$ cat src/rtl/core/msp_pkg.sv
// Package for the matrix saddle point search block.
// Holds the fixed field widths, register indexes, count reset values and the shared update struct.
// No dependencies.
package msp_pkg;

   // Fixed field widths.
   localparam int CSR_INDEX_WIDTH = 4;
   localparam int COUNT_WIDTH     = 4;
   localparam int INDEX_WIDTH     = 3;

   // Register indexes on the configuration channel.
   localparam logic [CSR_INDEX_WIDTH-1:0] REG_ROW_COUNT = 4'd0;
   localparam logic [CSR_INDEX_WIDTH-1:0] REG_COL_COUNT = 4'd1;

   // Reset values of the count registers.
   localparam logic [COUNT_WIDTH-1:0] ROW_COUNT_RESET = 4'd8;
   localparam logic [COUNT_WIDTH-1:0] COL_COUNT_RESET = 4'd8;

   // Control of the row maximum / column minimum update.
   typedef struct packed {
      logic en;
      logic first_in_row;
      logic first_in_col;
   } msp_upd_type;

endpackage

$ cat src/rtl/core/msp_if.sv
// Channel interfaces of the matrix saddle point search block.
// Depends on msp_pkg for the fixed field widths.
interface msp_req_if #(parameter int DATA_WIDTH = 16);
   logic                         valid;
   logic                         ready;
   logic signed [DATA_WIDTH-1:0] element;

   modport source (output valid, output element, input ready);
   modport sink   (input valid, input element, output ready);
endinterface

interface msp_rsp_if #(parameter int DATA_WIDTH = 16);
   logic                                valid;
   logic                                ready;
   logic                                found;
   logic [msp_pkg::INDEX_WIDTH-1:0]     row_index;
   logic [msp_pkg::INDEX_WIDTH-1:0]     col_index;
   logic signed [DATA_WIDTH-1:0]        point_value;
   logic                                last_result;

   modport source (output valid, output found, output row_index, output col_index,
                   output point_value, output last_result, input ready);
   modport sink   (input valid, input found, input row_index, input col_index,
                   input point_value, input last_result, output ready);
endinterface

interface msp_csr_if;
   logic                                 valid;
   logic                                 ready;
   logic [msp_pkg::CSR_INDEX_WIDTH-1:0]  index;
   logic [msp_pkg::COUNT_WIDTH-1:0]      data;

   modport source (output valid, output index, output data, input ready);
   modport sink   (input valid, input index, input data, output ready);
endinterface

$ cat src/rtl/core/msp_elem_ram.sv
// Element store: one write port, one read port with registered read data.
// No package dependencies.
module msp_elem_ram #(
   parameter int DEPTH      = 64,
   parameter int DATA_WIDTH = 16,
   parameter int ADDR_WIDTH = 6
) (
   input  logic                         clock,
   input  logic                         wr_en,
   input  logic [ADDR_WIDTH-1:0]        wr_addr,
   input  logic signed [DATA_WIDTH-1:0] wr_data,
   input  logic                         rd_en,
   input  logic [ADDR_WIDTH-1:0]        rd_addr,
   output logic signed [DATA_WIDTH-1:0] rd_data
);

   logic signed [DATA_WIDTH-1:0] store_ff [DEPTH];
   logic signed [DATA_WIDTH-1:0] rd_data_ff;

   always_ff @(posedge clock) begin
      if (wr_en) begin
         store_ff[wr_addr] <= wr_data;
      end
      if (rd_en) begin
         rd_data_ff <= store_ff[rd_addr];
      end
   end

   assign rd_data = rd_data_ff;

endmodule

$ cat src/rtl/core/msp_extremes.sv
// Running row maxima and column minima, one register file of each.
// Depends on msp_pkg for the update struct.
module msp_extremes #(
   parameter int MAX_ROWS   = 8,
   parameter int MAX_COLS   = 8,
   parameter int DATA_WIDTH = 16,
   parameter int ROW_WIDTH  = 3,
   parameter int COL_WIDTH  = 3
) (
   input  logic                         clock,
   input  msp_pkg::msp_upd_type         upd,
   input  logic [ROW_WIDTH-1:0]         row,
   input  logic [COL_WIDTH-1:0]         col,
   input  logic signed [DATA_WIDTH-1:0] value,
   output logic signed [DATA_WIDTH-1:0] row_max,
   output logic signed [DATA_WIDTH-1:0] col_min
);

   logic signed [DATA_WIDTH-1:0] row_max_ff [MAX_ROWS];
   logic signed [DATA_WIDTH-1:0] col_min_ff [MAX_COLS];

   assign row_max = row_max_ff[row];
   assign col_min = col_min_ff[col];

   always_ff @(posedge clock) begin
      if (upd.en) begin
         // first element of a row or column seeds its extreme
         if (upd.first_in_row || (value > row_max)) begin
            row_max_ff[row] <= value;
         end
         if (upd.first_in_col || (value < col_min)) begin
            col_min_ff[col] <= value;
         end
      end
   end

endmodule

$ cat src/rtl/core/matrix_saddle_point_search.sv
// Top level of the matrix saddle point search: load control, scan and result stage.
// Depends on msp_pkg, the msp interfaces, msp_elem_ram and msp_extremes.
//
//  channel   dir  interface    word
//  req_chan  in   msp_req_if   one matrix element, row-major
//  rsp_chan  out  msp_rsp_if   one saddle point or not-found, last marked
//  csr_chan  in   msp_csr_if   register index and count value
//
// Elements load at one per cycle in the load state; the input is held off until
// the run closes. After the final element the store is read once per cycle over
// rows*cols entries while the result side keeps up; the read data register and the
// scan stage precede the last word. Reads go through the store's single read port.
// Reset is synchronous and clears control state only; no clearing pass.
// A full, untaken result register freezes the scan until the word is taken.
module matrix_saddle_point_search #(
   parameter int MAX_ROWS   = 8,
   parameter int MAX_COLS   = 8,
   parameter int DATA_WIDTH = 16
) (
   input logic       clock,
   input logic       reset,
   msp_req_if.sink   req_chan,
   msp_rsp_if.source rsp_chan,
   msp_csr_if.sink   csr_chan
);

   localparam int DEPTH      = MAX_ROWS * MAX_COLS;
   localparam int ADDR_WIDTH = (DEPTH > 1) ? $clog2(DEPTH) : 1;
   localparam int ROW_WIDTH  = (MAX_ROWS > 1) ? $clog2(MAX_ROWS) : 1;
   localparam int COL_WIDTH  = (MAX_COLS > 1) ? $clog2(MAX_COLS) : 1;
   localparam int RCNT_WIDTH = $clog2(MAX_ROWS + 1);
   localparam int CCNT_WIDTH = $clog2(MAX_COLS + 1);
   localparam int IW         = msp_pkg::INDEX_WIDTH;
   localparam int CW         = msp_pkg::COUNT_WIDTH;

   localparam logic [1:0] ST_LOAD  = 2'd0;
   localparam logic [1:0] ST_SCAN  = 2'd1;
   localparam logic [1:0] ST_FLUSH = 2'd2;

   logic [1:0]           state_ff, state_in;
   logic [CW-1:0]        row_cnt_ff, row_cnt_in;
   logic [CW-1:0]        col_cnt_ff, col_cnt_in;
   logic [ROW_WIDTH-1:0] load_row_ff, load_row_in;
   logic [COL_WIDTH-1:0] load_col_ff, load_col_in;
   logic [ROW_WIDTH-1:0] scan_row_ff, scan_row_in;
   logic [COL_WIDTH-1:0] scan_col_ff, scan_col_in;
   logic                 p1_valid_ff, p1_valid_in;
   logic [ROW_WIDTH-1:0] p1_row_ff, p1_row_in;
   logic [COL_WIDTH-1:0] p1_col_ff, p1_col_in;
   logic                 pend_valid_ff, pend_valid_in;
   logic [ROW_WIDTH-1:0] pend_row_ff, pend_row_in;
   logic [COL_WIDTH-1:0] pend_col_ff, pend_col_in;
   logic signed [DATA_WIDTH-1:0] pend_value_ff, pend_value_in;
   logic                 rsp_valid_ff, rsp_valid_in;
   logic                 rsp_found_ff, rsp_found_in;
   logic [IW-1:0]        rsp_row_ff, rsp_row_in;
   logic [IW-1:0]        rsp_col_ff, rsp_col_in;
   logic signed [DATA_WIDTH-1:0] rsp_value_ff, rsp_value_in;
   logic                 rsp_last_ff, rsp_last_in;

   logic [RCNT_WIDTH-1:0] rows_eff;
   logic [CCNT_WIDTH-1:0] cols_eff;
   logic                  req_fire, csr_fire, adv, issue;
   logic                  load_row_end, load_col_end, scan_row_end, scan_col_end;
   logic                  saddle;
   logic [ADDR_WIDTH-1:0] wr_addr, rd_addr;
   logic signed [DATA_WIDTH-1:0] rd_data, row_max, col_min;
   logic [ROW_WIDTH-1:0]  ext_row;
   logic [COL_WIDTH-1:0]  ext_col;
   msp_pkg::msp_upd_type  upd;

   // A count of zero means one; above the maximum means the maximum.
   always_comb begin
      if (row_cnt_ff == '0) begin
         rows_eff = RCNT_WIDTH'(1);
      end else if (int'(row_cnt_ff) > MAX_ROWS) begin
         rows_eff = RCNT_WIDTH'(MAX_ROWS);
      end else begin
         rows_eff = RCNT_WIDTH'(row_cnt_ff);
      end
      if (col_cnt_ff == '0) begin
         cols_eff = CCNT_WIDTH'(1);
      end else if (int'(col_cnt_ff) > MAX_COLS) begin
         cols_eff = CCNT_WIDTH'(MAX_COLS);
      end else begin
         cols_eff = CCNT_WIDTH'(col_cnt_ff);
      end
   end

   assign req_chan.ready = (state_ff == ST_LOAD);
   assign csr_chan.ready = 1'b1;
   assign req_fire       = req_chan.valid && req_chan.ready;
   assign csr_fire       = csr_chan.valid;
   assign adv            = !rsp_valid_ff || rsp_chan.ready;
   assign issue          = (state_ff == ST_SCAN) && adv;

   assign load_row_end = (int'(load_row_ff) + 1) == int'(rows_eff);
   assign load_col_end = (int'(load_col_ff) + 1) == int'(cols_eff);
   assign scan_row_end = (int'(scan_row_ff) + 1) == int'(rows_eff);
   assign scan_col_end = (int'(scan_col_ff) + 1) == int'(cols_eff);

   assign wr_addr = ADDR_WIDTH'(int'(load_row_ff) * MAX_COLS + int'(load_col_ff));
   assign rd_addr = ADDR_WIDTH'(int'(scan_row_ff) * MAX_COLS + int'(scan_col_ff));

   assign ext_row = (state_ff == ST_LOAD) ? load_row_ff : p1_row_ff;
   assign ext_col = (state_ff == ST_LOAD) ? load_col_ff : p1_col_ff;

   assign upd.en           = req_fire;
   assign upd.first_in_row = (load_col_ff == '0);
   assign upd.first_in_col = (load_row_ff == '0);

   msp_elem_ram #(
      .DEPTH      (DEPTH),
      .DATA_WIDTH (DATA_WIDTH),
      .ADDR_WIDTH (ADDR_WIDTH)
   ) u_elem_ram (
      .clock   (clock),
      .wr_en   (req_fire),
      .wr_addr (wr_addr),
      .wr_data (req_chan.element),
      .rd_en   (issue),
      .rd_addr (rd_addr),
      .rd_data (rd_data)
   );

   msp_extremes #(
      .MAX_ROWS   (MAX_ROWS),
      .MAX_COLS   (MAX_COLS),
      .DATA_WIDTH (DATA_WIDTH),
      .ROW_WIDTH  (ROW_WIDTH),
      .COL_WIDTH  (COL_WIDTH)
   ) u_extremes (
      .clock   (clock),
      .upd     (upd),
      .row     (ext_row),
      .col     (ext_col),
      .value   (req_chan.element),
      .row_max (row_max),
      .col_min (col_min)
   );

   assign saddle = p1_valid_ff && (rd_data == row_max) && (rd_data == col_min);

   always_comb begin
      state_in      = state_ff;
      row_cnt_in    = row_cnt_ff;
      col_cnt_in    = col_cnt_ff;
      load_row_in   = load_row_ff;
      load_col_in   = load_col_ff;
      scan_row_in   = scan_row_ff;
      scan_col_in   = scan_col_ff;
      p1_valid_in   = p1_valid_ff;
      p1_row_in     = p1_row_ff;
      p1_col_in     = p1_col_ff;
      pend_valid_in = pend_valid_ff;
      pend_row_in   = pend_row_ff;
      pend_col_in   = pend_col_ff;
      pend_value_in = pend_value_ff;
      rsp_valid_in  = rsp_valid_ff;
      rsp_found_in  = rsp_found_ff;
      rsp_row_in    = rsp_row_ff;
      rsp_col_in    = rsp_col_ff;
      rsp_value_in  = rsp_value_ff;
      rsp_last_in   = rsp_last_ff;

      // the result register empties when taken; a new word may refill it below
      if (adv) begin
         rsp_valid_in = 1'b0;
      end

      unique case (state_ff) inside
         ST_LOAD: begin
            if (req_fire) begin
               if (!load_col_end) begin
                  load_col_in = load_col_ff + 1'b1;
               end else begin
                  load_col_in = '0;
                  if (!load_row_end) begin
                     load_row_in = load_row_ff + 1'b1;
                  end else begin
                     load_row_in   = '0;
                     scan_row_in   = '0;
                     scan_col_in   = '0;
                     pend_valid_in = 1'b0;
                     state_in      = ST_SCAN;
                  end
               end
            end
         end
         ST_SCAN, ST_FLUSH: begin
            if (adv) begin
               p1_valid_in = issue;
               p1_row_in   = scan_row_ff;
               p1_col_in   = scan_col_ff;
               if (issue) begin
                  if (!scan_col_end) begin
                     scan_col_in = scan_col_ff + 1'b1;
                  end else begin
                     scan_col_in = '0;
                     if (!scan_row_end) begin
                        scan_row_in = scan_row_ff + 1'b1;
                     end else begin
                        state_in = ST_FLUSH;
                     end
                  end
               end
               if (saddle) begin
                  // push the held point out; keep the new one back for the last mark
                  if (pend_valid_ff) begin
                     rsp_valid_in = 1'b1;
                     rsp_found_in = 1'b1;
                     rsp_row_in   = IW'(pend_row_ff);
                     rsp_col_in   = IW'(pend_col_ff);
                     rsp_value_in = pend_value_ff;
                     rsp_last_in  = 1'b0;
                  end
                  pend_valid_in = 1'b1;
                  pend_row_in   = p1_row_ff;
                  pend_col_in   = p1_col_ff;
                  pend_value_in = rd_data;
               end else if ((state_ff == ST_FLUSH) && !p1_valid_ff) begin
                  rsp_valid_in  = 1'b1;
                  rsp_found_in  = pend_valid_ff;
                  rsp_row_in    = pend_valid_ff ? IW'(pend_row_ff) : '0;
                  rsp_col_in    = pend_valid_ff ? IW'(pend_col_ff) : '0;
                  rsp_value_in  = pend_valid_ff ? pend_value_ff : '0;
                  rsp_last_in   = 1'b1;
                  pend_valid_in = 1'b0;
                  state_in      = ST_LOAD;
               end
            end
         end
         default: begin
            state_in = ST_LOAD;
         end
      endcase

      if (csr_fire) begin
         unique case (csr_chan.index)
            msp_pkg::REG_ROW_COUNT: begin
               row_cnt_in  = csr_chan.data;
               load_row_in = '0;
               load_col_in = '0;
            end
            msp_pkg::REG_COL_COUNT: begin
               col_cnt_in  = csr_chan.data;
               load_row_in = '0;
               load_col_in = '0;
            end
            default: begin
               // drop writes beyond the register list
            end
         endcase
      end
   end

   always_ff @(posedge clock) begin
      if (reset) begin
         state_ff      <= ST_LOAD;
         row_cnt_ff    <= msp_pkg::ROW_COUNT_RESET;
         col_cnt_ff    <= msp_pkg::COL_COUNT_RESET;
         load_row_ff   <= '0;
         load_col_ff   <= '0;
         scan_row_ff   <= '0;
         scan_col_ff   <= '0;
         p1_valid_ff   <= 1'b0;
         pend_valid_ff <= 1'b0;
         rsp_valid_ff  <= 1'b0;
      end else begin
         state_ff      <= state_in;
         row_cnt_ff    <= row_cnt_in;
         col_cnt_ff    <= col_cnt_in;
         load_row_ff   <= load_row_in;
         load_col_ff   <= load_col_in;
         scan_row_ff   <= scan_row_in;
         scan_col_ff   <= scan_col_in;
         p1_valid_ff   <= p1_valid_in;
         pend_valid_ff <= pend_valid_in;
         rsp_valid_ff  <= rsp_valid_in;
      end
   end

   always_ff @(posedge clock) begin
      p1_row_ff     <= p1_row_in;
      p1_col_ff     <= p1_col_in;
      pend_row_ff   <= pend_row_in;
      pend_col_ff   <= pend_col_in;
      pend_value_ff <= pend_value_in;
      rsp_found_ff  <= rsp_found_in;
      rsp_row_ff    <= rsp_row_in;
      rsp_col_ff    <= rsp_col_in;
      rsp_value_ff  <= rsp_value_in;
      rsp_last_ff   <= rsp_last_in;
   end

   assign rsp_chan.valid       = rsp_valid_ff;
   assign rsp_chan.found       = rsp_found_ff;
   assign rsp_chan.row_index   = rsp_row_ff;
   assign rsp_chan.col_index   = rsp_col_ff;
   assign rsp_chan.point_value = rsp_value_ff;
   assign rsp_chan.last_result = rsp_last_ff;

   a_notfound_is_last : assert property (@(posedge clock) disable iff (reset)
      (rsp_valid_ff && !rsp_found_ff) |-> rsp_last_ff)
      else $error("not-found word without last mark");

   a_no_scan_in_load : assert property (@(posedge clock) disable iff (reset)
      (state_ff == ST_LOAD) |-> (!p1_valid_ff && !pend_valid_ff))
      else $error("scan stage busy while loading");

   a_load_col_range : assert property (@(posedge clock) disable iff (reset)
      int'(load_col_ff) < int'(cols_eff))
      else $error("load column out of range");

   a_flush_returns : assert property (@(posedge clock) disable iff (reset)
      ((state_ff == ST_FLUSH) && adv && !p1_valid_ff) |=>
         ((state_ff == ST_LOAD) && rsp_valid_ff && rsp_last_ff))
      else $error("run did not close with a last word");

endmodule

$ cat src/flat_wrapper.sv
// flat-port wrapper written by rule: the top's interface ports become plain ports
module matrix_saddle_point_search_flat 
#(
   parameter int MAX_ROWS   = 8,
   parameter int MAX_COLS   = 8,
   parameter int DATA_WIDTH = 16
)
  (clock, reset, req_chan_valid, req_chan_element, req_chan_ready, rsp_chan_valid, rsp_chan_found, rsp_chan_row_index, rsp_chan_col_index, rsp_chan_point_value, rsp_chan_last_result, rsp_chan_ready, csr_chan_valid, csr_chan_index, csr_chan_data, csr_chan_ready);
  msp_req_if #(.DATA_WIDTH(DATA_WIDTH)) req_chan_i ();
  msp_rsp_if #(.DATA_WIDTH(DATA_WIDTH)) rsp_chan_i ();
  msp_csr_if csr_chan_i ();
  input logic clock;
  input logic reset;
  input wire logic [$bits(req_chan_i.valid)-1:0] req_chan_valid;
  input wire logic [$bits(req_chan_i.element)-1:0] req_chan_element;
  output wire logic [$bits(req_chan_i.ready)-1:0] req_chan_ready;
  output wire logic [$bits(rsp_chan_i.valid)-1:0] rsp_chan_valid;
  output wire logic [$bits(rsp_chan_i.found)-1:0] rsp_chan_found;
  output wire logic [$bits(rsp_chan_i.row_index)-1:0] rsp_chan_row_index;
  output wire logic [$bits(rsp_chan_i.col_index)-1:0] rsp_chan_col_index;
  output wire logic [$bits(rsp_chan_i.point_value)-1:0] rsp_chan_point_value;
  output wire logic [$bits(rsp_chan_i.last_result)-1:0] rsp_chan_last_result;
  input wire logic [$bits(rsp_chan_i.ready)-1:0] rsp_chan_ready;
  input wire logic [$bits(csr_chan_i.valid)-1:0] csr_chan_valid;
  input wire logic [$bits(csr_chan_i.index)-1:0] csr_chan_index;
  input wire logic [$bits(csr_chan_i.data)-1:0] csr_chan_data;
  output wire logic [$bits(csr_chan_i.ready)-1:0] csr_chan_ready;
  assign req_chan_i.valid = req_chan_valid;
  assign req_chan_i.element = req_chan_element;
  assign req_chan_ready = req_chan_i.ready;
  assign rsp_chan_valid = rsp_chan_i.valid;
  assign rsp_chan_found = rsp_chan_i.found;
  assign rsp_chan_row_index = rsp_chan_i.row_index;
  assign rsp_chan_col_index = rsp_chan_i.col_index;
  assign rsp_chan_point_value = rsp_chan_i.point_value;
  assign rsp_chan_last_result = rsp_chan_i.last_result;
  assign rsp_chan_i.ready = rsp_chan_ready;
  assign csr_chan_i.valid = csr_chan_valid;
  assign csr_chan_i.index = csr_chan_index;
  assign csr_chan_i.data = csr_chan_data;
  assign csr_chan_ready = csr_chan_i.ready;
  matrix_saddle_point_search #(.MAX_ROWS(MAX_ROWS), .MAX_COLS(MAX_COLS), .DATA_WIDTH(DATA_WIDTH)) u_core (.clock(clock), .reset(reset), .req_chan(req_chan_i), .rsp_chan(rsp_chan_i), .csr_chan(csr_chan_i));
endmodule
$ cat config.mk
export PLATFORM = sky130hd
export DESIGN_NAME = matrix_saddle_point_search_flat
export DESIGN_NICKNAME = d
export VERILOG_FILES = /design/src/rtl/core/msp_pkg.sv /design/src/rtl/core/msp_if.sv /design/src/rtl/core/msp_elem_ram.sv /design/src/rtl/core/msp_extremes.sv /design/src/rtl/core/matrix_saddle_point_search.sv /design/src/flat_wrapper.sv
export SDC_FILE = /design/constraint.sdc
export NUM_CORES = 1
export LEC_CHECK = 0
export BUFFER_PORTS_ARGS = -buffer_cell sky130_fd_sc_hd__buf_2
export CORE_ASPECT_RATIO = 0.7
export CORE_UTILIZATION = 55
export CTS_BUF_LIST = sky130_fd_sc_hd__clkbuf_4
export DETAILED_ROUTE_END_ITERATION = 6
export PLACE_DENSITY = 0.73
export SLEW_MARGIN = 5
export SYNTH_ARGS = -nofsm -noshare
export SYNTH_HDL_FRONTEND = slang
export SYNTH_SLANG_ARGS = --single-unit
$ cat constraint.sdc
create_clock -name clock -period 15.95 [get_ports clock]
set_clock_uncertainty 0.15 [all_clocks]
set_input_delay 0.7975 -clock clock [delete_from_list [all_inputs] [get_ports clock]]
set_output_delay 0.7975 -clock clock [all_outputs]
set_load 0.02 [all_outputs]
==> run summary <==
At the later pin of the worst-skew pair, clock insertion delay measures 1.21 ns. The mapped cell area is 0.0548 mm2, and the count of flip-flops with a built-in enable after synthesis is 1348. The area growth from synthesis to layout is 11.8%. For this design the ratio of total power to cell area is 113 mW/mm2.

Final cycle utilization of the critical path: 0.374. Routability-driven placement finished with a final weighted congestion of 0.922. The total count of hold-check failures in the final report was 0; the synthesized-area fraction occupied by xor and xnor cells was 0.00601. The H-tree was split into 5 levels. The synthesized netlist net count is 3195.

The number of antenna violations at the first check in global routing came out at 5. The maximum buffer depth of the clock tree was 4. The first-pass detailed-route iteration total is 5, and the CTS sink count is 1373. In this run the static leakage power is 19.2 nW.

The worst-case IR drop observed on VDD is 0.0710 mV. The most common library cell in the layout ignoring fill and taps is sky130_fd_sc_hd__edfxtp_1. For the data arrival time of the worst path, the log shows 6.72 ns. Across the run, the number of max-cap violations was 0. The most used flip-flop cell after synthesis is sky130_fd_sc_hd__edfxtp_1.

The part of the power in combinational logic was 0.032; the row count was 96. The tools report the number of gates given a new drive strength after cts as 0. The multiplexer share of the synthesized area is 0.113, and the post-place setup slack is 10.12 ns.

The core region is 0.0983 mm2. Entering global routing, the biggest net connects 144 pins. The die is 379 um wide. The number of global-route vias before repair was 31300; the worst hold slack after final layout was 0.137 ns. Buffers placed on the I/O ports in this run total 54. The setup path with the least slack is of type flip-flop to flip-flop.

Synthesis-stage register bit count: 1373. Internal power comes to 5.43 mW. The type of element capturing the critical path is a flip-flop. The global-route usage over all layers came out at 0.283.

The simple-gate portion of the synthesized area is 0.0537, and the final instance count without filler cells is 5030. The run gives 6.92 mW as the overall power consumption. Leaving out fill and tap cells, the most frequent cells in the layout are sky130_fd_sc_hd__edfxtp_1 (1348), sky130_fd_sc_hd__clkbuf_4 (494), sky130_fd_sc_hd__nand2_1 (277). For the final routed database, the setup TNS stands at 0 ns. The first global-routing pass estimated 205000 um of wire. Setup violations remaining at the end of the flow were counted as 0. For the final routed wirelength across all metal layers, the log shows 141000 um. The final worst slack is 9.99 ns.

The complex-gate fraction of the synthesized area was 0.0541. Once detailed placement completed, the half-perimeter wirelength came to 84700 um. The switching share of total power is 0.215, and the relative slew slack is 0.135. Timing would allow up to 168 MHz. The portion of the post-synthesis area used by sequential elements was 0.748. The initial standard-cell utilization of the core was 0.557; the fraction of layout instances using a drive strength above 1 was 0.240. The logs give 0 for the number of max-slew violations in the final report and 0 for the count of yosys warnings during synthesis. The proportion of register bits with asynchronous set or reset after synthesis is 0, and the number of vias per cell after detailed routing is 6.30.

The die is 266 um tall. Clock tree synthesis selected as its root buffer the cell sky130_fd_sc_hd__clkbuf_4. Including well taps, the total number of placed cells is 4457.

For the worst setup path, the data required time is 16.71 ns. The final layout contains 3565 nets. In the final routed layout, each cell accounts on average for 28.1 um. After detailed routing, the number of remaining DRC violations is 0. For the violation count after the first detailed-route iteration, the log shows 4036. The flow ran to the end, and the final reports show no timing, DRC or antenna violations. The clock period minus worst slack was 5.96 ns.

Along the worst path, the maximum fanout reaches 51. Buffers inserted during clock tree synthesis total 330. TritonCTS built the clock tree.

The dominant combinational cell family by area after synthesis was multiplexers. Via total after detailed routing: 31700. At the pin with the least slew margin, the transition time is 1.30 ns. The share of power burned in the clock network is 0.393, and the remaining global-route overflow is 0.

Dividing the synthesized area by the synthesized cell count gives 17.5 um2. The tools report the startpoint class of the critical path as a flip-flop. Counting every instance in the synthesized netlist gives 3125.

In this run the worst hold path is classified as primary input to flip-flop. Setup repair after global routing left no endpoint under its margin. The die covers 0.101 mm2.

The logs give 0.575 for the register share of total power and 1.49 mW for the switching power total. Clock-pin slew was measured on the worst setup and hold paths at 0.06 ns. Count of different cell masters after synthesis: 82. The tools report the number of routed nets with antenna violations as 0. For this design the top-level I/O count stands at 56.

Adder and majority cell fraction of the synthesized area: 0.00937.
-- synth_stat cells, types with 8 or more instances --
cell | count | area (um2)
sky130_fd_sc_hd__edfxtp_1 | 1348 | 40500
sky130_fd_sc_hd__nand2_1 | 278 | 1040
sky130_fd_sc_hd__mux2i_1 | 275 | 2750
sky130_fd_sc_hd__mux4_2 | 145 | 3270
sky130_fd_sc_hd__o221ai_1 | 139 | 1220
sky130_fd_sc_hd__a21oi_1 | 111 | 556
sky130_fd_sc_hd__nand3_1 | 105 | 526
sky130_fd_sc_hd__nor2_1 | 104 | 390
sky130_fd_sc_hd__clkbuf_1 | 94 | 353
sky130_fd_sc_hd__o22ai_1 | 72 | 450
sky130_fd_sc_hd__ha_1 | 41 | 513
sky130_fd_sc_hd__buf_1 | 38 | 143
sky130_fd_sc_hd__nand4_1 | 29 | 181
sky130_fd_sc_hd__xor2_1 | 27 | 236
sky130_fd_sc_hd__buf_2 | 25 | 125
sky130_fd_sc_hd__dfxtp_1 | 25 | 500
sky130_fd_sc_hd__inv_1 | 24 | 90.1
sky130_fd_sc_hd__nor3_1 | 19 | 95.1
sky130_fd_sc_hd__nor2b_2 | 17 | 149
sky130_fd_sc_hd__o21ai_0 | 15 | 75.1
sky130_fd_sc_hd__nor2b_1 | 14 | 87.6
sky130_fd_sc_hd__nor4_1 | 13 | 81.3
sky130_fd_sc_hd__a21o_1 | 11 | 82.6
sky130_fd_sc_hd__o21a_1 | 10 | 75.1
sky130_fd_sc_hd__xnor2_1 | 8 | 70.1
-- critical path, cell delays in order (launching register included) --
cell,delay (ns)
sky130_fd_sc_hd__dfxtp_1,0.35
sky130_fd_sc_hd__inv_1,0.11
sky130_fd_sc_hd__ha_2,0.19
sky130_fd_sc_hd__buf_4,0.51
sky130_fd_sc_hd__mux2_2,0.27
sky130_fd_sc_hd__buf_4,0.47
sky130_fd_sc_hd__nand2_1,0.11
sky130_fd_sc_hd__a311oi_1,0.34
sky130_fd_sc_hd__o21ai_2,0.13
sky130_fd_sc_hd__ha_1,0.30
sky130_fd_sc_hd__nor2b_1,0.14
sky130_fd_sc_hd__o21a_1,0.17
sky130_fd_sc_hd__o21a_1,0.17
sky130_fd_sc_hd__o21a_1,0.16
sky130_fd_sc_hd__o21a_1,0.16
sky130_fd_sc_hd__o21a_1,0.15
sky130_fd_sc_hd__o21ai_0,0.14
sky130_fd_sc_hd__nand2b_1,0.07
sky130_fd_sc_hd__a21oi_1,0.95
sky130_fd_sc_hd__nor4_2,0.33
sky130_fd_sc_hd__buf_4,0.29
-- what timing repair did --
item,CTS,global route
setup buffers,0,0
endpoints found under the hold margin,224,0
hold buffers,29,0
-- sequential cells by signal, indices dropped and copies added (netlist names), 4 cells and up, named ones only --
name / cells
u_core.rsp_chan.point_value: 16
u_core.row_cnt_ff: 4
u_core.pend_value_ff: 16
u_core.u_extremes.row_max_ff: 128
u_core.u_elem_ram.store_ff: 1024
u_core.u_extremes.col_min_ff: 128
u_core.u_elem_ram.rd_data: 16
u_core.col_cnt_ff: 4
-- layout make-up --
cell class | instances | area, um2
inverter | 25 | 95.1
sequential | 1373 | 41000
clock inverter | 45 | 171
fill | 7014 | 37100
multi-input combinational | 1556 | 13000
tap | 1323 | 1660
clock buffer | 494 | 3710
timing repair buffer | 209 | 1540
antenna | 5 | 12.5
-- path summary, 6_finish.rpt --
kind,startpoint,to,slack [ns],depth (start not counted)
setup / recovery,u_core.state_ff[0],u_core.u_extremes.row_max_ff[1][5],9.99,20
hold / removal,req_chan_element[15],u_core.u_extremes.row_max_ff[0][15],0.14,1
setup reg to reg,u_core.state_ff[0],u_core.u_extremes.row_max_ff[1][5],9.99,20
hold reg to reg,u_core.scan_col_ff[2],u_core.p1_col_ff[2],0.35,0
-- power groups by stage --
stage          Clock [mW]  Sequential, mW  Combinational (mW)
2_1_floorplan           0            4.06              0.0895
3_3_place_gp            0            4.06               0.206
6_report             2.72            3.98               0.222
3_5_place_dp            0            4.06               0.213
5_1_grt              2.94            3.98               0.236
4_1_cts              2.76            3.98               0.218
-- cell families (layout without fill, tap and decap cells) --
group / count (synthesis) / after routing
multiplexers: 432 / 432
AO/OA/AOI/OAI: 418 / 418
adder cells (fa/ha/maj): 41 / 41
flip-flops: 1373 / 1373
AND/OR/NAND/NOR: 628 / 628
XOR/XNOR: 36 / 36
other: 1 / 6
buffers and inverters: 196 / 773
-- through the flow --
step	utilization	area, um2
after floorplan	-	54800
after global placement	0.580	57000
after detailed placement	0.580	57000
after CTS	0.623	61200
after global routing	0.623	61200
final	0.623	61200
-- metal layers --
layer  track usage  vias to the layer above  routed length (um)  part of all wire
met5             0                        -                   0                 0
met4        0.0993                        0                3530             0.025
met3        0.0859                      223               18000              0.13
met2         0.396                     1915               61100              0.43
met1         0.422                    16000               58800              0.42
li1              -                    13500                   -                 -
No activity file was read; power rests on OpenSTA's default activity.
